--- src/design/fdvd_pkg.sv ---
// Shared types and constants for the frame delta varint decoder.
// No dependencies; imported by the front end, store, reconstruction and top modules.
package fdvd_pkg;

	// LEB128 byte layout
	localparam logic [7:0] VAR_LOW_MASK = 8'd127;
	localparam logic [7:0] VAR_CONT_MASK = 8'd128;

	// saturating count of bytes gathered for the current varint
	localparam logic [1:0] VAR_CNT_FIRST = 2'd0;
	localparam logic [1:0] VAR_CNT_SECOND = 2'd1;
	localparam logic [1:0] VAR_CNT_SAT = 2'd2;

	localparam logic KIND_INTER = 1'b1;

	// one finished varint on its way from the front end to reconstruction
	typedef struct packed {
		logic [7:0] sum;
		logic last;
		logic kind;
		logic use_prev;
	} fdvd_item_t;

endpackage

--- src/design/fdvd_recon.sv ---
// Reconstruction stage and output register: adds the previous frame byte when use_prev is set and writes back.
// Depends on fdvd_pkg for the item struct; drives the store write port.
module fdvd_recon #(
	parameter int MAX_FRAME_BYTES = 65536
) (
	input  logic clk,
	input  logic arst_n,
	input  logic emit,
	input  logic [$clog2(MAX_FRAME_BYTES)-1:0] pos,
	input  fdvd_pkg::fdvd_item_t item,
	input  logic [7:0] prev_byte,
	output logic busy,
	output logic wr_en,
	output logic [$clog2(MAX_FRAME_BYTES)-1:0] wr_addr,
	output logic [7:0] wr_data,
	output logic out_valid,
	input  logic out_stall,
	output logic [7:0] pixel_byte,
	output logic [15:0] byte_position,
	output logic last_of_frame,
	output logic kind_echo
);
	import fdvd_pkg::*;

	localparam int AW = $clog2(MAX_FRAME_BYTES);

	logic valid_s1;
	logic [AW-1:0] pos_s1;
	fdvd_item_t item_s1;
	logic out_valid_q;
	logic [7:0] pix;
	logic [31:0] pos_wide;
	logic adv;

	assign adv = !out_valid_q || !out_stall;
	assign busy = valid_s1 && !adv;
	assign pix = item_s1.sum + (item_s1.use_prev ? prev_byte : 8'd0);
	assign pos_wide = 32'(pos_s1);

	// write-back happens as the byte moves into the output register
	assign wr_en = valid_s1 && adv;
	assign wr_addr = pos_s1;
	assign wr_data = pix;

	always_ff @(posedge clk or negedge arst_n) begin
		if (!arst_n) begin
			valid_s1 <= 1'b0;
			out_valid_q <= 1'b0;
		end else begin
			if (!valid_s1 || adv) begin
				valid_s1 <= emit;
			end
			if (adv) begin
				out_valid_q <= valid_s1;
			end
		end
	end

	always_ff @(posedge clk) begin
		if (emit) begin
			pos_s1 <= pos;
			item_s1 <= item;
		end
		if (wr_en) begin
			pixel_byte <= pix;
			byte_position <= pos_wide[15:0];
			last_of_frame <= item_s1.last;
			kind_echo <= item_s1.kind;
		end
	end

	assign out_valid = out_valid_q;

endmodule

--- config.mk ---
export PLATFORM = sky130hd
export DESIGN_NAME = fdvd_recon
export DESIGN_NICKNAME = d
export VERILOG_FILES = /design/src/design/fdvd_pkg.sv /design/src/design/fdvd_recon.sv
export SDC_FILE = /design/constraint.sdc
export NUM_CORES = 1
export LEC_CHECK = 0
export ABC_AREA = 1
export BUFFER_PORTS_ARGS = -buffer_cell sky130_fd_sc_hd__buf_2
export CORE_MARGIN = 5
export CORE_UTILIZATION = 40
export DETAILED_ROUTE_END_ITERATION = 16
export PLACE_DENSITY = 0.81
export REMOVE_ABC_BUFFERS = 1
export SYNTH_ARGS = -nofsm -noshare
export SYNTH_HDL_FRONTEND = slang
export SYNTH_SLANG_ARGS = --single-unit
export TNS_END_PERCENT = 5
--- constraint.sdc ---
create_clock -name clk -period 4.9 [get_ports clk]
set_input_delay 0.245 -clock clk [delete_from_list [all_inputs] [get_ports clk]]
set_output_delay 0.245 -clock clk [all_outputs]
set_load 0.05 [all_outputs]
==> results.md, run 1 <==
* Start of the worst register-to-register path: item_s1[0]$_DFFE_PP_
* IO Count at 92
* Residual overflow from global routing at 0
* Clock latency at the later pin of the worst-skew pair at 0.31 ns
* Drt wl/cell at 13.2 um
* Via count of the first global-routing pass at 1339
* Crit share post-route at 52.6%
* Via/cell ratio at 4.28
* RSZ-0062 raised after global routing: no
* Post-DRT Antenna Nets at 0
* Slowest-stage cell, CP: edfxtp_1
* Startpoint-to-endpoint class of the critical path: flop to output port
* Instance area after placement at 2640 um2
* Setup TNS at 0 ns
* Commonest non-fill, non-tap cells in the layout: buf_2, edfxtp_1, nand2_1
* Number of hold violations in the final report at 0
* Reg area at 1640 um2
* Min-Delay Startpoint: pos[8]
* Die area at 6790 um2
* Net switching fraction of the power at 35.6%
* Placer Congestion at 0.759
* Vias post-DR at 1323
* Endpoint of the worst hold path: wr_addr[8]$_DFFE_PP_
* Mean instance size in the synthesized netlist at 15.1 um2
* Worst path required time at 4.66 ns
* Resized cells post-CTS at 0
* Final Net Count at 285
* GRT Overall Usage at 13.1%
* Worst hold margin at 0.101 ns
* Setup Skew at 0.00658 ns
* Proportion of power drawn by flip-flops and latches at 50.4%
* Routed wire length at 4070 um
* Netlist area before placement at 2100 um2
* Number of rows in the core area at 26
* Library cells used by synthesis at 19
* Clock root buffer: clkbuf_8
* Power per cell area at 418 nW/um2
* Most used cell, CP: nand2_1
* Worst hold path type: input pin to flop
* Clk network pwr share at 23.1%
* CTS Buffer Depth at 2
* Antenna diode count at 0
* DRC at 0
* Largest net degree at the start of global routing at 29
* Worst vdd rail ir drop at 0.196 mV
* Crit Path Max Fanout at 9
* HPWL after detailed placement at 3250 um
* Worst Max-Slew Pin Slew at 0.621 ns
* Max-cap viol count at 0
* Hold Crit Depth at 1
* Most common library cell in the layout ignoring fill and taps: buf_2
* Number of violations reported at the end of detailed-routing iteration 0 at 37
* Shortest period the worst path allows at 2.58 ns
* Combinational share of power at 26.6%
* Crit start category: flop
* CTS tree: built
* Clock slew at the register clock pins of the worst setup and hold paths at 0.10 ns
* Number of CTS-inserted buffers at 5
* End of the worst register-to-register path: pixel_byte[6]$_DFFE_PP_
* Reg-to-reg slack, setup at 2.93 ns
* Global-route wire length before repair at 6430 um
* Critical path endpoint category: output port
* Cell breakdown of the critical path: nand2_1 > inv_1 > ha_1 > inv_1 > fa_1 > inv_1 > nand2_1 > nand2_1 > nand3_1 > nand2_1 > nand2_1 > nand2_1 > buf_2
* Filler Cells Inserted at 450
* Post-synthesis sequential area ratio at 78.3%
* Post-Synthesis Cells at 139
* H-tree Lvls at 2
* Number of pins exceeding their max-slew limit in the final report at 0
* Worst path buffer plus inverter count at 4
* Int Pwr at 0.742 mW
* Length of the first detailed-routing pass in iterations at 4
* Core Footprint at 5110 um2
* Max transition margin at 58.6%
* Net switching power of the design at 0.409 mW
* Initial antenna violation count at 0
* Number of buffer cells added on primary ports at 91
* Fraction of final layout cells with drive strength greater than 1 at 45.6%
* Final setup vio count at 0
* Largest stage delay on the critical path at 0.52 ns
* R2R depth at 11
* Total number of yosys warnings at 0
* DIE HEIGHT at 82.4 um
* Cell area after layout at 2760 um2
* Arrival time worst endpoint at 2.33 ns
* Outcome: finished clean
* Pre-CTS WS at 2.64 ns
* Max Fclk at 0.388 GHz
* Static leakage at 1.28 nW
* Flop and latch count out of synthesis at 55
* Starting utilization of the core area at 41.0%
* X dimension of the die at 82.4 um
* Multi-input gate area at 372 um2
* Synth-to-Final Area Change at 31.5%
* Worst setup margin at 2.32 ns
* Count of clock tree sinks at 55
* Cell class contributing the biggest share of worst-path delay: adder cells
==> registers in the layout, summed over array words and instances, names as in the netlist <==
signal         flops
byte_position     16
wr_addr           16
item_s1           11
pixel_byte         8
kind_echo          1
last_of_frame      1
out_valid          1
valid_s1           1
==> timing repair <==
action | in CTS | in global routing
endpoints found under the hold margin | 2 | 0
buffers inserted | 0 | 0
hold buffers | 1 | 0
==> worst max-delay path by stage <==
stage,start,end,slack [ns],cells past startpoint
2_1_floorplan,out_valid$_DFFE_PN0P_,byte_position[0]$_DFFE_PP_,1.78,1
3_3_place_gp,item_s1[0]$_DFFE_PP_,wr_data[4],2.77,11
3_5_place_dp,item_s1[0]$_DFFE_PP_,wr_data[6],2.64,13
4_1_cts,item_s1[0]$_DFFE_PP_,wr_data[6],2.28,13
5_1_grt,item_s1[0]$_DFFE_PP_,wr_data[6],2.03,13
6_report,item_s1[0]$_DFFE_PP_,wr_data[6],2.32,13
==> metrics by stage <==
step,utilization [%],total power [mW],std cells
floorplan,-,0.821,138
global placement,51.7,0.894,300
detailed placement,51.7,0.901,300
CTS,53.9,1.16,309
global route,53.9,1.20,309
finish,53.9,1.15,309
==> layout make-up <==
type | instances | area share, %
flip-flops and latches | 55 | 59.6
clock inverters | 3 | 1.23
well taps | 70 | 3.18
repair buffers | 93 | 17.2
inverters | 21 | 2.86
multi-input cells | 62 | 13.5
clock buffers | 5 | 2.50
==> layer usage <==
layer | up-vias | GRT usage, % | wire length [um]
met4 | 0 | 5.32 | 67
met3 | 5 | 3.90 | 271
met2 | 41 | 23.4 | 2180
met5 | - | 0 | 0
li1 | 665 | - | -
met1 | 612 | 14.3 | 1550
==> logic make-up (layout without fill, tap and decap cells) <==
family / after synthesis / count (layout) / share of synthesized area (%)
flops: 55 / 55 / 78.3
simple gates: 48 / 48 / 10.4
buf+inv: 22 / 122 / 4.12
fa+ha+maj: 8 / 8 / 5.13
compound gates: 3 / 3 / 0.716
xor+xnor: 3 / 3 / 1.25
==> power groups by stage <==
| stage | Sequential [mW] | Combinational, mW | Clock [mW] |
|---|---|---|---|
| 3_5_place_dp | 0.592 | 0.309 | 0 |
| 4_1_cts | 0.581 | 0.310 | 0.273 |
| 5_1_grt | 0.585 | 0.326 | 0.294 |
| 3_3_place_gp | 0.589 | 0.305 | 0 |
| 2_1_floorplan | 0.707 | 0.113 | 0 |
| 6_report | 0.580 | 0.306 | 0.266 |
==> Yosys cell counts <==
library cell	count	area (um2)
nand3_1	5	25.0
xnor2_1	3	26.3
nand2_1	30	113
or2_4	1	8.76
nor2_2	1	6.26
clkinv_1	1	3.75
nand2_2	4	25.0
or2_1	1	6.26
nor2_1	3	11.3
inv_1	20	75.1
nand3b_1	1	7.51
nand3_2	1	10.0
or2_2	1	6.26
ha_1	7	87.6
dfrtp_1	2	50.1
fa_1	1	20.0
edfxtp_1	53	1590
a21oi_1	3	15.0
buf_4	1	7.51
Note: power is estimated with default switching activity, not from simulation.
==> run 2: changes to the inputs <==
--- a/config.mk
+++ b/config.mk
@@ -10,7 +10,7 @@
 export CORE_MARGIN = 5
 export CORE_UTILIZATION = 40
 export DETAILED_ROUTE_END_ITERATION = 16
-export PLACE_DENSITY = 0.81
+export PLACE_DENSITY = 0.84
 export REMOVE_ABC_BUFFERS = 1
 export SYNTH_ARGS = -nofsm -noshare
 export SYNTH_HDL_FRONTEND = slang
==> constraint.sdc (replaced) <==
create_clock -name clk -period 2.1 [get_ports clk]
set_input_delay 0.105 -clock clk [delete_from_list [all_inputs] [get_ports clk]]
set_output_delay 0.105 -clock clk [all_outputs]
set_load 0.05 [all_outputs]
==> run 2 against run 1 <==
Power grew to 2.5 times the previous value. Worst setup slack lost 2.3 ns. Count of clock-buffer cells in the layout is the same. Final cell count grew 9.4%. Highest routed layer unchanged. Largest cell class unchanged. Cell area grew 16%. Non-clock buffer count grew 29. Sequential share of layout area shrank 8.4 points.
==> results.md, run 2 (synthesis gave the netlist of run 1 again) <==
* Outcome: finished clean
* Final Net Count at 314
* Global-route wire length before repair at 7000 um
* Cell breakdown of the critical path: nand2_1 > inv_1 > ha_2 > inv_2 > fa_2 > inv_1 > nand2_1 > nand2_2 > nand3_2 > nand2_1 > nand2_1 > nand2_2 > buf_8
* X dimension of the die at 82.4 um
* Clock latency at the later pin of the worst-skew pair at 0.31 ns
* Shortest period the worst path allows at 2.10 ns
* Power per cell area at 909 nW/um2
* RSZ-0062 raised after global routing: yes
* DIE HEIGHT at 82.4 um
* Placer Congestion at 0.819
* CTS Buffer Depth at 2
* Crit Path Max Fanout at 2
* Max transition margin at 57.7%
* Via/cell ratio at 4.43
* Via count of the first global-routing pass at 1561
* Largest stage delay on the critical path at 0.36 ns
* Worst setup margin at 0.00128 ns
* Number of CTS-inserted buffers at 5
* Number of buffer cells added on primary ports at 91
* Final setup vio count at 0
* Final standard cell utilization of the core at 62.8%
* Crit start category: flop
* Number of violations reported at the end of detailed-routing iteration 0 at 57
* Vias post-DR at 1499
* Fraction of final layout cells with drive strength greater than 1 at 47.8%
* Reg area at 1640 um2
* Most common library cell in the layout ignoring fill and taps: buf_2
* Count of clock tree sinks at 55
* Static leakage at 1.43 nW
* Clock root buffer: clkbuf_8
* Drt wl/cell at 13.9 um
* Filler Cells Inserted at 388
* Core Footprint at 5110 um2
* Worst vdd rail ir drop at 0.403 mV
* DRC at 0
* Worst Max-Slew Pin Slew at 0.634 ns
* IO Count at 92
* CTS tree: built
* Max Fclk at 0.476 GHz
* Capturing instance or port of the critical path: wr_data[6]
* Largest net degree at the start of global routing at 29
* Commonest non-fill, non-tap cells in the layout: buf_2, edfxtp_1, dlygate4sd3_1
* Setup TNS at 0 ns
* Synth-to-Final Area Change at 53.0%
* Critical path endpoint category: output port
* Pre-CTS WS at 0.224 ns
* Antenna diode count at 0
* HPWL after detailed placement at 3270 um
* Most used cell, CP: nand2_1
* Residual overflow from global routing at 0
* Setup Skew at 0.0110 ns
* End of the worst register-to-register path: pixel_byte[6]$_DFFE_PP_
* Number of pins exceeding their max-slew limit in the final report at 0
* H-tree Lvls at 2
* Length of the first detailed-routing pass in iterations at 5
* Instance area after placement at 2660 um2
* Worst path required time at 2.00 ns
* GRT Overall Usage at 14.0%
* Slowest-stage cell, CP: fa_2
* Reg-to-reg slack, setup at 0.36 ns
* Start point of the critical path: item_s1[0]$_DFFE_PP_
* Start of the worst register-to-register path: item_s1[0]$_DFFE_PP_
* Cell area after layout at 3210 um2
* Arrival time worst endpoint at 1.99 ns
* Post-layout instance count excluding filler cells at 338
* Die area at 6790 um2
* Post-DRT Antenna Nets at 0
* Startpoint-to-endpoint class of the critical path: flop to output port
* Starting utilization of the core area at 41.0%
* Clock slew at the register clock pins of the worst setup and hold paths at 0.10 ns
* Number of hold violations in the final report at 0
* Crit share post-route at 99.9%
* Multi-input gate area at 482 um2
* R2R depth at 9
* Initial antenna violation count at 0
* Number of rows in the core area at 26
* Placed Cells at 301
* Routed wire length at 4700 um
* Worst hold path type: input pin to flop
* Max-cap viol count at 0
## run 2: critical path: cells and delay by family (launching register included)
kind | cells | cell delay (ns)
and+or+nand+nor | 7 | 0.50
DFF | 1 | 0.35
adders and majority gates | 2 | 0.53
buffers and inverters | 4 | 0.29
## run 2: power by group
part	switching (mW)	internal [mW]	total [mW]
clock network	0.342	0.362	0.703
registers	0.0357	1.32	1.36
logic	0.595	0.259	0.853
total	0.972	1.94	2.92
## run 2: worst min-delay path by stage
stage,end,startpoint,cells after the start
final,out_valid$_DFFE_PN0P_,out_stall,3
after global placement,valid_s1$_DFFE_PN0N_,arst_n,1
after floorplan,out_valid$_DFFE_PN0P_,arst_n,0
after detailed placement,valid_s1$_DFFE_PN0N_,arst_n,1
after global routing,out_valid$_DFFE_PN0P_,out_stall,3
after CTS,out_valid$_DFFE_PN0P_,out_stall,3
## run 2: stage by stage
stage	hold slack, ns	power, mW
2_1_floorplan	-0.191	1.92
3_3_place_gp	-0.109	2.09
3_5_place_dp	-0.106	2.11
4_1_cts	0.0666	2.89
5_1_grt	0.0919	3.04
6_report	0.0742	2.92
## run 2: timing repair
action / CTS / global route
endpoints found under the setup margin: 5 / 5
pin swaps: 0 / 4
hold buffers: 28 / 0
gates resized for setup: 15 / 17
setup buffers: 0 / 1
endpoints found under the hold margin: 29 / 0
## run 2: layout make-up
cell class	count	area share, %
flip-flops and latches	55	51.2
repair buffers	122	24.9
multi-input cells	62	15.0
well taps	70	2.73
inverters	21	2.46
clock buffers	5	2.15
clock inverters	3	1.48
## run 2: routing by layer
metal  track usage, %  wire length [um]  vias up
met1             14.5              1660      703
met3             3.69               374        6
met4             5.15                63        0
li1                 -                 -      723
met2             26.8              2610       67
met5                0                 0        -
