## src/design/fdvd_pkg.sv

```systemverilog
// Shared types and constants for the frame delta varint decoder.
// No dependencies; imported by the front end, store, reconstruction and top modules.
package fdvd_pkg;

	// LEB128 byte layout
	localparam logic [7:0] VAR_LOW_MASK = 8'd127;
	localparam logic [7:0] VAR_CONT_MASK = 8'd128;

	// saturating count of bytes gathered for the current varint
	localparam logic [1:0] VAR_CNT_FIRST = 2'd0;
	localparam logic [1:0] VAR_CNT_SECOND = 2'd1;
	localparam logic [1:0] VAR_CNT_SAT = 2'd2;

	localparam logic KIND_INTER = 1'b1;

	// one finished varint on its way from the front end to reconstruction
	typedef struct packed {
		logic [7:0] sum;
		logic last;
		logic kind;
		logic use_prev;
	} fdvd_item_t;

endpackage

```

## src/design/fdvd_front.sv

```systemverilog
// Front end: frame size register, varint gatherer, running sum and position counter.
// Depends on fdvd_pkg; issues the frame store read address for each finished varint.
module fdvd_front #(
	parameter int MAX_FRAME_BYTES = 65536
) (
	input  logic clk,
	input  logic arst_n,
	input  logic cfg_we,
	input  logic [16:0] frame_bytes,
	input  logic accept,
	input  logic [7:0] code_byte,
	input  logic frame_start,
	input  logic frame_kind,
	output logic emit,
	output logic [$clog2(MAX_FRAME_BYTES)-1:0] rd_addr,
	output fdvd_pkg::fdvd_item_t item
);
	import fdvd_pkg::*;

	localparam int AW = $clog2(MAX_FRAME_BYTES);
	localparam int PW = $clog2(MAX_FRAME_BYTES + 1);
	localparam int RST_SIZE = (65536 > MAX_FRAME_BYTES) ? MAX_FRAME_BYTES : 65536;

	logic [PW-1:0] size_q;
	logic [PW-1:0] pos_q;
	logic [7:0] sum_q;
	logic [7:0] low_q;
	logic [1:0] cnt_q;
	logic kind_q;
	logic havep_q;

	logic [PW-1:0] pos_e;
	logic [PW-1:0] pos_nx;
	logic [7:0] sum_e;
	logic [7:0] low_e;
	logic [7:0] low_n;
	logic [7:0] sum_n;
	logic [1:0] cnt_e;
	logic kind_e;
	logic done;
	logic cont;
	logic last;

	// frame_start restarts the frame before the byte itself is looked at
	always_comb begin
		pos_e = frame_start ? '0 : pos_q;
		sum_e = frame_start ? '0 : sum_q;
		low_e = frame_start ? '0 : low_q;
		cnt_e = frame_start ? VAR_CNT_FIRST : cnt_q;
		kind_e = frame_start ? frame_kind : kind_q;
	end

	always_comb begin
		unique case (cnt_e)
			VAR_CNT_FIRST: low_n = code_byte & VAR_LOW_MASK;
			VAR_CNT_SECOND: low_n = low_e | {code_byte[0], 7'd0};
			default: low_n = low_e;
		endcase
	end

	assign done = (pos_e >= size_q);
	assign cont = |(code_byte & VAR_CONT_MASK);
	assign sum_n = sum_e + low_n;
	assign pos_nx = pos_e + PW'(1);
	assign last = (pos_nx == size_q);

	assign emit = accept && !done && !cont;
	assign rd_addr = pos_e[AW-1:0];
	assign item.sum = sum_n;
	assign item.last = last;
	assign item.kind = kind_e;
	assign item.use_prev = (kind_e == KIND_INTER) && havep_q;

	// zero means one byte, oversize clamps to the store depth
	always_ff @(posedge clk or negedge arst_n) begin
		if (!arst_n) begin
			size_q <= PW'(RST_SIZE);
		end else if (cfg_we) begin
			priority if (frame_bytes == 17'd0) begin
				size_q <= PW'(1);
			end else if (32'(frame_bytes) > 32'(MAX_FRAME_BYTES)) begin
				size_q <= PW'(MAX_FRAME_BYTES);
			end else begin
				size_q <= PW'(frame_bytes);
			end
		end
	end

	always_ff @(posedge clk or negedge arst_n) begin
		if (!arst_n) begin
			pos_q <= '0;
			sum_q <= '0;
			low_q <= '0;
			cnt_q <= VAR_CNT_FIRST;
			kind_q <= 1'b0;
			havep_q <= 1'b0;
		end else if (accept) begin
			kind_q <= kind_e;
			if (done) begin
				// byte dropped, only the restart sticks
				pos_q <= pos_e;
				sum_q <= sum_e;
				low_q <= low_e;
				cnt_q <= cnt_e;
			end else if (cont) begin
				pos_q <= pos_e;
				sum_q <= sum_e;
				low_q <= low_n;
				cnt_q <= (cnt_e == VAR_CNT_SAT) ? VAR_CNT_SAT : cnt_e + 2'd1;
			end else begin
				pos_q <= pos_nx;
				sum_q <= sum_n;
				low_q <= '0;
				cnt_q <= VAR_CNT_FIRST;
				if (last) begin
					havep_q <= 1'b1;
				end
			end
		end
	end

endmodule

```

## config.mk

```make
export PLATFORM = sky130hd
export DESIGN_NAME = fdvd_front
export DESIGN_NICKNAME = d
export VERILOG_FILES = /design/src/design/fdvd_pkg.sv /design/src/design/fdvd_front.sv
export SDC_FILE = /design/constraint.sdc
export NUM_CORES = 1
export LEC_CHECK = 0
export BUFFER_PORTS_ARGS = -buffer_cell sky130_fd_sc_hd__buf_2
export CAP_MARGIN = 20
export CORE_MARGIN = 5
export CORE_UTILIZATION = 54
export CTS_BUF_LIST = sky130_fd_sc_hd__clkbuf_8
export DETAILED_ROUTE_END_ITERATION = 8
export PLACE_DENSITY_LB_ADDON = 0.12
export SLEW_MARGIN = 10
export SYNTH_ARGS = -nofsm -noshare
export SYNTH_HDL_FRONTEND = slang
export SYNTH_SLANG_ARGS = --single-unit
```

## constraint.sdc

```tcl
create_clock -name clk -period 3.54 [get_ports clk]
set_clock_uncertainty 0.1 [all_clocks]
set_input_delay 0.354 -clock clk [delete_from_list [all_inputs] [get_ports clk]]
set_output_delay 0.354 -clock clk [all_outputs]
set_load 0.005 [all_outputs]
```

==> run summary, run 1 <==
The flow ran to the end, and the final reports show no timing, DRC or antenna violations. For the CTS buffer count, the log shows 5. The worst setup path is of the reg2out kind. The area growth from synthesis to layout is 17.9%. The number of clock sinks was 54; the largest driver fanout on the critical path was 4.

The worst setup path is captured at a primary output. Once placement completed, the tool counted placed cells totaling 626. Counting every net in the synthesized netlist gives 526. The portion of the clock cycle consumed by the worst path in the final layout is 96.8%, and the total power of the final layout is 0.00171 W. The placed wire-length estimate was 8080 microns. The number of warnings printed during yosys synthesis is 0, and the critical path arrival is 2.97 ns. Buffer levels on the longest clock path: 2.

Across all layers, the routed design uses 3810 vias. Global routing consumed, over all layers together, 24.1% of the routing resources. The switching part of the total power came out at 36.1%.

The routability-driven placement congestion ratio is 0.891. After the first detailed-routing iteration, the DRC count stood at 213. Summed over all cells, the static leakage comes to 2.27 nW.

The die covers 9330 sq um. The final non-filler cell area was 4770 sq um; the reported net switching power was 0.000615 W. The run gives 0 as the count of final hold-check violations.

Ranked by total cell area, the synthesized netlist is headed by sky130_fd_sc_hd__dfrtp_1, sky130_fd_sc_hd__ha_1, sky130_fd_sc_hd__xnor2_1, sky130_fd_sc_hd__nand2_1, sky130_fd_sc_hd__nor2b_1. The number of flops mapped to enable cells by yosys is 0, and the share of the yosys chip area belonging to registers is 33.4%. Synthesis produced a netlist whose cell count is 474.

The height of the die was 96.6 microns; the via count of the first global-routing pass was 3635. For this design, the slowest cell found on the critical path is sky130_fd_sc_hd__or4_4. The cell taking the most area after synthesis was sky130_fd_sc_hd__dfrtp_1. The die is 96.6 microns wide.

The distinct cell type count of the synthesized netlist is 68, and the number of port buffers is 58. In this run the core area contains 31 standard-cell rows. The time the final worst path needs with I/O delays and setup works out to 3.43 ns.

In this run the worst hold path is classified as in2async. The diode insertion count for antenna repair came out at 0. Entering global routing, the biggest net connects 37 pins.

Number of antenna-violating nets in the routed design: 0. On the critical path the largest part of the delay comes from simple AND/OR/NAND/NOR gates. The total global routing overflow came out at 0.

After detailed routing, the average wire length per cell comes to 17.0 microns. Ratio of total power to cell area: 357 nW/um^2. Of the total power, combinational logic draws 33.3%. The detailed-route wire length was 10900 microns. In this run the count of I/O pins placed on the die edge is 59. The standard cell core area is 7290 sq um. The number of vias per cell works out to 5.96. The first detailed-routing pass took 5 iterations. The tools report the cell area after placement as 4530 sq um. The critical path goes through nor2b_4 > ha_4 > and4b_1 > or4_4 > maj3_2 > a21o_1 > a211oi_4 > nand2_2 > inv_2 > buf_6. The critical path data required time is 3.09 ns, and the max-capacitance violation count is 0. A synthesized cell averages 8.54 sq um. For this run, the slowest stage of the critical path takes 0.51 ns. In the synthesized netlist the dominant register cell turns out to be sky130_fd_sc_hd__dfrtp_1.

The initial antenna violation count came out at 0. The run gives 55.5% as the starting utilization of the core area. Pin slew with the least headroom to its limit: 0.981 ns. Together, buffers and inverters on the worst path number 2. The internal portion of the total power is 0.00109 W. The tools report the buffer cell driving the clock tree root as sky130_fd_sc_hd__clkbuf_8. The logs give 44.0% for the sequential fraction of design power and 639 for the filler-free cell count of the finished design. Highest clock frequency the design can meet: 292 MHz. The logs give 0 for the detailed-route DRC error count and 0.32 ns for the later-pin clock latency in the skew report. Cells fill 65.5% of the core in the end. After clock tree synthesis, the flow added hold-fix buffers numbering 0. The clock share of power came out at 22.7%. TritonCTS built the clock tree. STA classifies the critical path startpoint as a flip-flop.

Hold is met by 0.0364 ns. Summed over its instances, the top area cell type makes up 32.8% of the synthesized netlist area. The H-tree was split into 2 levels. The run gives 0.000200 V as the peak supply drop. The first global-routing pass estimated 17700 microns of wire. The async set or reset register ratio after synthesis works out to 100%. The final setup violation count is 0, and the total of flip-flops plus latches after synthesis is 54. The fraction of layout cells with a size suffix above 1 works out to 25.9%. The tools report the final-report max-slew violation count as 0.

For the relative slew slack, the log shows 34.5%. Mapped cell area: 4050 sq um. After clock tree synthesis, the clock-pin slew on the worst setup and hold paths is 0.12 ns.

For this run, the post-layout net count is 591.
[synthesized netlist by cell type, types with 3 or more instances]
library cell / number
sky130_fd_sc_hd__a211o_1: 3
sky130_fd_sc_hd__a21bo_2: 3
sky130_fd_sc_hd__a21o_1: 8
sky130_fd_sc_hd__a21oi_1: 22
sky130_fd_sc_hd__a31o_2: 5
sky130_fd_sc_hd__a31oi_1: 12
sky130_fd_sc_hd__a32o_1: 9
sky130_fd_sc_hd__and2_1: 6
sky130_fd_sc_hd__and3_1: 9
sky130_fd_sc_hd__and4_1: 6
sky130_fd_sc_hd__buf_2: 3
sky130_fd_sc_hd__buf_4: 3
sky130_fd_sc_hd__clkbuf_1: 24
sky130_fd_sc_hd__dfrtp_1: 53
sky130_fd_sc_hd__ha_1: 20
sky130_fd_sc_hd__inv_1: 29
sky130_fd_sc_hd__maj3_1: 3
sky130_fd_sc_hd__mux2_2: 4
sky130_fd_sc_hd__nand2_1: 41
sky130_fd_sc_hd__nand2b_1: 4
sky130_fd_sc_hd__nand3_1: 9
sky130_fd_sc_hd__nand4_1: 10
sky130_fd_sc_hd__nand4b_1: 3
sky130_fd_sc_hd__nor2_1: 31
sky130_fd_sc_hd__nor2b_1: 24
sky130_fd_sc_hd__nor3_1: 9
sky130_fd_sc_hd__nor4_1: 5
sky130_fd_sc_hd__o211ai_1: 7
sky130_fd_sc_hd__o21ai_0: 28
sky130_fd_sc_hd__o31ai_1: 3
sky130_fd_sc_hd__xnor2_1: 28
sky130_fd_sc_hd__xor2_1: 3
[timing repair]
| item | CTS | global route |
|---|---|---|
| hold endpoints to repair | 0 | 0 |
| buffers inserted | 0 | 5 |
| endpoints found under the setup margin | 3 | 5 |
| gates resized for setup | 3 | 28 |
| pin swaps | 1 | 13 |
[sequential cells by signal, summed over array words and instances (netlist names)]
name,cells
havep_q,1
pos_q,17
sum_q,8
cnt_q,2
kind_q,1
low_q,8
size_q,17
[power groups by stage]
stage	Combinational (W)	Sequential [W]	Clock (W)
after floorplan	0.000390	0.000727	0
after global placement	0.000526	0.000757	0
after detailed placement	0.000537	0.000758	0
after CTS	0.000542	0.000747	0.000389
after global routing	0.000628	0.000761	0.000418
final	0.000569	0.000750	0.000387
[worst reg2reg max path: cells and delay by family (launching register included)]
kind | cells | cell delay, ns
simple gates | 4 | 0.95
compound gates | 3 | 0.82
fa+ha+maj | 2 | 0.56
flops | 1 | 0.42
buf+inv | 1 | 0.27
[layout by cell type, fill, tap and decap left out, drive strengths merged, types with 5 or more instances in the layout]
cell type   n
buf        89
dfrtp      53
nand2      41
nor2       31
inv        30
xnor2      28
o21ai      28
nor2b      24
a21oi      22
ha         20
a31oi      12
nand4      10
and3        9
nand3       9
a32o        9
nor3        9
a21o        8
o211ai      7
and2        6
and4        6
clkbuf      6
nor4        6
a31o        5
[layer usage]
layer / share of wire (%) / vias up / wire, microns / global-route usage [%]
li1: - / 1848 / - / -
met1: 46 / 1850 / 5020 / 33.7
met2: 48 / 100 / 5260 / 39.8
met3: 4.4 / 12 / 478 / 2.87
met4: 1.2 / 0 / 128 / 5.61
met5: 0 / - / 0 / 0
[kinds of logic (layout without fill, tap and decap cells)]
| kind of cell | Yosys count | count (layout) | share of synthesized area [%] |
|---|---|---|---|
| compound gates | 128 | 128 | 22.3 |
| xor+xnor | 31 | 31 | 6.71 |
| fa+ha+maj | 25 | 25 | 7.69 |
| buf+inv | 63 | 129 | 6.24 |
| flops | 54 | 54 | 33.4 |
| mux | 5 | 5 | 1.36 |
| simple gates | 168 | 168 | 22.3 |
[stage by stage]
stage / setup TNS [ns] / worst slack [ns]
2_1_floorplan: 0 / 0.0497
5_1_grt: -0.124 / -0.0749
3_5_place_dp: 0 / 0.0503
3_3_place_gp: 0 / 0.118
6_report: 0 / 0.112
4_1_cts: 0 / 0.0179
[final timing paths]
path,start,endpoint,slack [ns],depth (start not counted)
setup / recovery,pos_q[11],emit,0.11,10
hold / removal,arst_n,size_q[8],0.04,1
setup reg to reg,pos_q[11],pos_q[3],0.30,10
hold reg to reg,havep_q,havep_q,0.39,1
max in group asynchronous,arst_n,pos_q[10],2.49,2
min in group clk,frame_bytes[9],size_q[9],0.15,3
[area by class of cell]
| type | count | area (sq um) |
|---|---|---|
| multi-input cells | 357 | 2540 |
| fillers | 631 | 2520 |
| flip-flops and latches | 54 | 1360 |
| repair buffers | 90 | 539 |
| well taps | 99 | 124 |
| inverters | 31 | 120 |
| clock buffers | 5 | 68.8 |
| clock inverters | 3 | 28.8 |
(Power assumes the default switching activity.)
==> run 2, diff against run 1 <==
PLACE_DENSITY = 0.89   (was not set)
PLACE_DENSITY_LB_ADDON = not set   (was 0.12)
==> run summary, run 2 (synthesized netlist as in run 1, its figures left out) <==
The run finished with clean final reports. The critical path start-end classification was reg2out (unchanged). For the starting utilization of the core area, the log shows 55.5% (unchanged).

The pin slew with the least headroom to its limit works out to 1.07 ns (was 0.981 ns). The largest incremental delay on the critical path is 0.51 ns (about the same), and the total number of H-tree levels is 2 (unchanged). The layout-stage area growth over the synthesis result was 16.4% (was 17.9%).

The tools report the startpoint of the worst register-to-register path as pos_q[11] (unchanged). The ratio of total power to cell area is 362 nW/um^2 (was 357 nW/um^2), and the height of the die is 96.6 microns (unchanged). The run gives 0.00407 ns (was 0.0503 ns) as the worst slack after detailed placement. The slowest library cell on the worst path was sky130_fd_sc_hd__or4_4 (unchanged). The run gives 0.902 (was 0.891) as the routability-driven placement congestion ratio.

CTS buffer count: 5 (unchanged). The run gives 18600 microns (was 17700 microns) as the global-route wire length before repair. The area occupied by registers was 1360 sq um (about the same). The number of nets at the end of the flow is 588 (was 591), and the initial antenna violation count is 0 (unchanged).

The via count of the first global-routing pass is 3879 (was 3635), and the pin count of the biggest net entering global routing is 43 (was 37). TritonCTS built the clock tree. The critical path startpoint is pos_q[11] (unchanged). The standard cell core area is 7290 sq um (unchanged), and the number of antenna-violating nets in the routed design is 0 (unchanged). For the placed wire-length estimate, the log shows 8360 microns (was 8080 microns). The tools report the type of destination of the critical path as a primary output (unchanged). Clock transition time at the flip-flop clock pins of the worst setup and hold paths: 0.10 ns (was 0.12 ns). The later-pin clock latency in the skew report is 0.32 ns (about the same), and the multi-input combinational cell area is 2510 sq um (was 2540 sq um). The number of placement rows came out at 31 (unchanged). Time the final worst path needs with I/O delays and setup: 3.45 ns (was 3.43 ns).

The number of vias per cell was 6.30 (was 5.96); the detailed-route wire length was 11400 microns (was 10900 microns). The global-route usage over all layers was 25.3% (was 24.1%); the top-level port count was 59 (unchanged). The detailed-route DRC error count came out at 0 (unchanged).

The relative slew slack is 28.7% (was 34.5%). The hold-fix buffer count after cts was 0 (unchanged). The run gives 0.000189 V (was 0.000200 V) as the peak supply drop.

Critical path data required time: 3.09 ns (about the same). The total global routing overflow is 0 (unchanged). The run gives 6 (was 5) as the detailed-router iteration count before antenna repair. The routed wirelength normalized by instance count came out at 17.9 microns (was 17.0 microns). The setup slack after layout was 0.0915 ns (was 0.112 ns); the portion of the clock cycle consumed by the worst path in the final layout was 97.4% (was 96.8%). The die boundary width is 96.6 microns (unchanged), and the number of port buffers is 58 (unchanged). The overall die area is 9330 sq um (unchanged), and the count of final hold-check violations is 0 (unchanged). The depth of the worst register-to-register path works out to 10 (unchanged). The final setup violation count was 0 (unchanged); the path length in cells of the critical path was 10 (unchanged). The final-report max-slew violation count is 0 (unchanged), and the buffer levels on the longest clock path is 2 (unchanged). The worst hold-check path type is in2async (unchanged).

The combined buffer and inverter count along the critical path was 2 (unchanged); the max-capacitance violation count was 0 (unchanged). The number of clock sinks is 54 (unchanged). Registers with the most flip-flops: pos_q x17, size_q x17 (unchanged).

For the overall via count from detail_route, the log shows 4006 (was 3810). The most frequent standard cell in the layout excluding fill and tap cells was sky130_fd_sc_hd__buf_2 (unchanged). Largest driver fanout on the critical path: 4 (unchanged).

The standby leakage power came out at 2.25 nW (was 2.27 nW). Family with the most delay on the worst path: simple AND/OR/NAND/NOR gates (unchanged). The number of fill cells is 594 (was 631), and the diode insertion count for antenna repair is 0 (unchanged).

The buffer cell driving the clock tree root is sky130_fd_sc_hd__clkbuf_8 (unchanged). CP Cell Sequence: nor2b_2 > ha_1 > and4b_1 > or4_4 > maj3_2 > a21o_1 > a211oi_4 > nand2_2 > inv_2 > buf_2 (was nor2b_4 > ha_4 > and4b_1 > or4_4 > maj3_2 > a21o_1 > a211oi_4 > nand2_2 > inv_2 > buf_6). For the iteration-0 DRC count of the detailed router, the log shows 386 (was 213). The logs give 290 MHz (was 292 MHz) for the highest clock frequency the design can meet and 0 ns (unchanged) for the final total negative setup slack. Commonest cells after routing, fill and taps aside: sky130_fd_sc_hd__buf_2, sky130_fd_sc_hd__dfrtp_1, sky130_fd_sc_hd__nand2_1 (unchanged). The kind of start point of the critical path is a flip-flop (unchanged). The fraction of layout cells with a size suffix above 1 was 24.6% (was 25.9%).

For the critical path arrival, the log shows 2.99 ns (was 2.97 ns).
run 2: power breakdown:
| group | total, W | internal (W) | switching (W) |
|---|---|---|---|
| Sequential | 0.000761 | 0.000683 | 0.0000784 |
| Clock | 0.000380 | 0.000162 | 0.000218 |
| Combinational | 0.000563 | 0.000257 | 0.000306 |
| Total | 0.00170 | 0.00110 | 0.000602 |
run 2: worst paths after layout:
| check | slack, ns | to |
|---|---|---|
| min in group clk | 0.15 | size_q[10] |
| min | 0.06 | size_q[14] |
| max reg2reg | 0.21 | pos_q[9] |
| max in group asynchronous | 2.48 | size_q[16] |
| max | 0.09 | emit |
| min reg2reg | 0.41 | low_q[0] |
run 2: layer usage:
metal | vias up | part of all wire [%] | GRT usage, %
met5 | - | 0 | 0
met4 | 0 | 1.6 | 5.72
met3 | 26 | 6.8 | 4.11
met2 | 198 | 52 | 44.8
met1 | 1946 | 39 | 32.5
li1 | 1836 | - | -
run 2: worst register-to-register path, cell delays in order (launching register included):
cell	delay, ns
sky130_fd_sc_hd__dfrtp_1	0.39
sky130_fd_sc_hd__nor2b_2	0.17
sky130_fd_sc_hd__ha_1	0.31
sky130_fd_sc_hd__and4b_1	0.22
sky130_fd_sc_hd__or4_4	0.51
sky130_fd_sc_hd__maj3_2	0.32
sky130_fd_sc_hd__a21o_1	0.21
sky130_fd_sc_hd__a211oi_4	0.23
sky130_fd_sc_hd__buf_4	0.26
sky130_fd_sc_hd__nand3_1	0.12
sky130_fd_sc_hd__a221o_1	0.37
run 2: metrics by stage:
step	std cells	instance area (sq um)	total power (W)	utilization, %	hold WS [ns]
after floorplan	474	4060	0.00112	-	-0.0416
after global placement	622	4500	0.00126	61.7	0.373
after detailed placement	622	4500	0.00130	61.7	0.387
after CTS	630	4610	0.00167	63.2	0.105
after global routing	636	4710	0.00180	64.6	0.145
final	636	4710	0.00170	64.6	0.0642
run 2: final cells by class:
type | count | area share (%)
Multi-Input combinational cell | 357 | 53.2
Sequential cell | 54 | 28.8
Timing Repair Buffer | 87 | 10.8
Tap cell | 99 | 2.63
Inverter | 31 | 2.47
Clock buffer | 6 | 1.75
Clock inverter | 2 | 0.372
run 2: what timing repair did:
action,in CTS,in global routing
pin swaps,0,7
cloned,0,0
setup buffers,0,6
setup endpoints to repair,2,5
resized for setup,3,19
==> run 3, diff against run 2 <==
==> constraint.sdc (replaced) <==
create_clock -name clk -period 3.54 [get_ports clk]
set_clock_uncertainty 0.1 [all_clocks]
set_input_delay 0.177 -clock clk [delete_from_list [all_inputs] [get_ports clk]]
set_output_delay 0.177 -clock clk [all_outputs]
set_load 0.005 [all_outputs]
==> run summary, run 3 (synthesized netlist as in run 1, its figures left out) <==
The run finished, with violations left. The checks that failed: negative hold slack. The tools report the via count of the first global-routing pass as 3953 (was 3879). TritonCTS built the clock tree. The ratio of total power to cell area is 361 nW/um^2 (was 362 nW/um^2). The number of antenna-violating nets in the routed design is 0 (unchanged). The routability-driven placement congestion ratio is 0.999 (was 0.902), and the time the final worst path needs with I/O delays and setup is 3.42 ns (was 3.45 ns). The CTS buffer count is 5 (unchanged).

The layout-stage area growth over the synthesis result is 16.8% (was 16.4%), and the peak supply drop is 0.000189 V (about the same). The detailed-route wire length came out at 11900 microns (was 11400 microns). The buffer cell driving the clock tree root is sky130_fd_sc_hd__clkbuf_8 (unchanged). The routed wirelength normalized by instance count was 18.6 microns (was 17.9 microns); the count of final hold-check violations was 1 (was 0). The depth of the worst register-to-register path works out to 10 (unchanged). The critical path arrival came out at 3.14 ns (was 2.99 ns). Commonest cells after routing, fill and taps aside: sky130_fd_sc_hd__buf_2, sky130_fd_sc_hd__dfrtp_1, sky130_fd_sc_hd__nand2_1 (unchanged). The global-route usage over all layers was 25.6% (was 25.3%); the standard cell core area was 7290 sq um (unchanged). The detailed-router iteration count before antenna repair is 7 (was 6). The critical path startpoint was pos_q[11] (unchanged). Flop-to-flop setup slack: 0.23 ns (was 0.21 ns). The die boundary width was 96.6 microns (unchanged); the relative slew slack was 28.4% (was 28.7%). The fraction of layout cells with a size suffix above 1 works out to 21.1% (was 24.6%). The tools report the worst reg2reg path endpoint as pos_q[3] (was pos_q[9]). The largest driver fanout on the critical path was 4 (unchanged).

The tools report the number of placement rows as 31 (unchanged). Counting instances, the worst hold path has a depth of 3. The starting utilization of the core area is 55.5% (unchanged), and the pin slew with the least headroom to its limit is 1.07 ns (about the same). The tools report the global-route wire length before repair as 18600 microns (about the same). The run gives 3.26 ns (was 3.09 ns) as the critical path data required time. Final total negative setup slack: 0 ns (unchanged).

The kind of start point of the critical path was a flip-flop (unchanged). The worst hold-check path type was in2reg (was in2async). The startpoint of the worst register-to-register path was pos_q[11] (unchanged). The tools report the pin count of the biggest net entering global routing as 32 (was 43).

The number of nets at the end of the flow came out at 591 (was 588). For hold timing, the worst endpoint is size_q[14]. In this run the most critical hold path is launched from frame_bytes[14]. The max-capacitance violation count was 0 (unchanged).

The critical path start-end classification was reg2out (unchanged). The top-level port count is 59 (unchanged). The number of clock sinks came out at 54 (unchanged). The tools report the highest clock frequency the design can meet as 293 MHz (was 290 MHz). The final-report max-slew violation count was 0 (unchanged). Standby leakage power: 2.23 nW (was 2.25 nW). The placed wire-length estimate is 8450 microns (was 8360 microns). Most frequent standard cell in the layout excluding fill and tap cells: sky130_fd_sc_hd__buf_2 (unchanged).

Type of destination of the critical path: a primary output (unchanged). Total global routing overflow: 0 (unchanged). The overall die area is 9330 sq um (unchanged). The clock transition time at the flip-flop clock pins of the worst setup and hold paths was 0.10 ns (about the same); the total number of H-tree levels was 2 (unchanged). Portion of the clock cycle consumed by the worst path in the final layout: 96.5% (was 97.4%).

The overall via count from detail_route was 4070 (was 4006); the diode insertion count for antenna repair was 0 (unchanged). The initial antenna violation count was 0 (unchanged). The tools report the iteration-0 DRC count of the detailed router as 355 (was 386).

Registers with the most flip-flops: pos_q x17, size_q x17 (unchanged). The number of vias per cell was 6.37 (was 6.30). The number of port buffers is 58 (unchanged), and the later-pin clock latency in the skew report is 0.33 ns (was 0.32 ns).

Setup repair after global routing left no endpoint under its margin. The logs give 2 (unchanged) for the buffer levels on the longest clock path and -0.00903 ns (was 0.0642 ns) for the worst slack on hold paths. The run gives 0 (unchanged) as the final setup violation count. For the detailed-route DRC error count, the log shows 0 (unchanged). The height of the die was 96.6 microns (unchanged).
[run 3: cell types whose count changed in the layout (fill, tap and decap cells not counted), moves of 2 or more]
cell,previous run,this run
sky130_fd_sc_hd__buf_4,29,20
sky130_fd_sc_hd__dfrtp_1,50,52
sky130_fd_sc_hd__dfrtp_2,3,1
sky130_fd_sc_hd__dlygate4sd3_1,0,12
sky130_fd_sc_hd__nand2_1,38,41
sky130_fd_sc_hd__nand2_2,3,0
[run 3: per-layer routing]
layer / part of all wire, % / GRT usage [%]
met1: 39 / 29.6
met2: 49 / 44.5
met3: 7.5 / 6.12
met4: 4.8 / 11.9
met5: 0 / 0
[run 3: power breakdown]
group          switching, W  total [W]  internal [W]  leakage, nW
combinational      0.000315   0.000572      0.000258         1.47
sequential        0.0000716   0.000753      0.000682        0.717
clock              0.000237   0.000381      0.000144       0.0447
total              0.000624    0.00171       0.00108         2.23
[run 3: area by class of cell]
type / instances / area, sq um
Clock buffer: 5 / 68.8
Inverter: 31 / 119
Fill cell: 605 / 2560
Sequential cell: 54 / 1350
Multi-Input combinational cell: 357 / 2480
Timing Repair Buffer: 90 / 561
Tap cell: 99 / 124
Clock inverter: 3 / 25.0
[run 3: critical path, cell delays in order, from the launching register on]
cell,delay [ns]
sky130_fd_sc_hd__dfrtp_1,0.39
sky130_fd_sc_hd__nor2b_2,0.18
sky130_fd_sc_hd__ha_1,0.32
sky130_fd_sc_hd__and4b_1,0.21
sky130_fd_sc_hd__or4_1,0.51
sky130_fd_sc_hd__maj3_2,0.32
sky130_fd_sc_hd__a21o_1,0.23
sky130_fd_sc_hd__a211oi_4,0.26
sky130_fd_sc_hd__nand2_1,0.15
sky130_fd_sc_hd__inv_4,0.13
sky130_fd_sc_hd__buf_2,0.12
[run 3: what timing repair did]
| action | 4_1_cts | 5_1_grt |
|---|---|---|
| pin swaps | 0 | 2 |
| endpoints found under the hold margin | 39 | 1 |
| setup endpoints to repair | 1 | 7 |
| resized for setup | 1 | 13 |
| setup buffers | 0 | 3 |
| hold buffers | 11 | 1 |
[run 3: how the worst max path moves through the flow]
stage | end | slack (ns) | cells after the start
floorplan | sum_q[6] | 0.02 | 17
global route | emit | 0.03 | 10
global placement | pos_q[3] | 0.32 | 10
detailed placement | pos_q[9] | 0.14 | 14
finish | emit | 0.12 | 10
CTS | item[9] | 0.02 | 12
[run 3: through the flow]
step           std cells  utilization, %  setup slack, ns  cell area, sq um  total power [W]
2_1_floorplan        474               -           0.0152              4050          0.00112
3_3_place_gp         616            61.1            0.319              4450          0.00127
3_5_place_dp         616            61.1            0.144              4450          0.00130
4_1_cts              635            63.9           0.0225              4660          0.00168
5_1_grt              639            64.9           0.0330              4730          0.00180
6_report             639            64.9            0.125              4730          0.00171
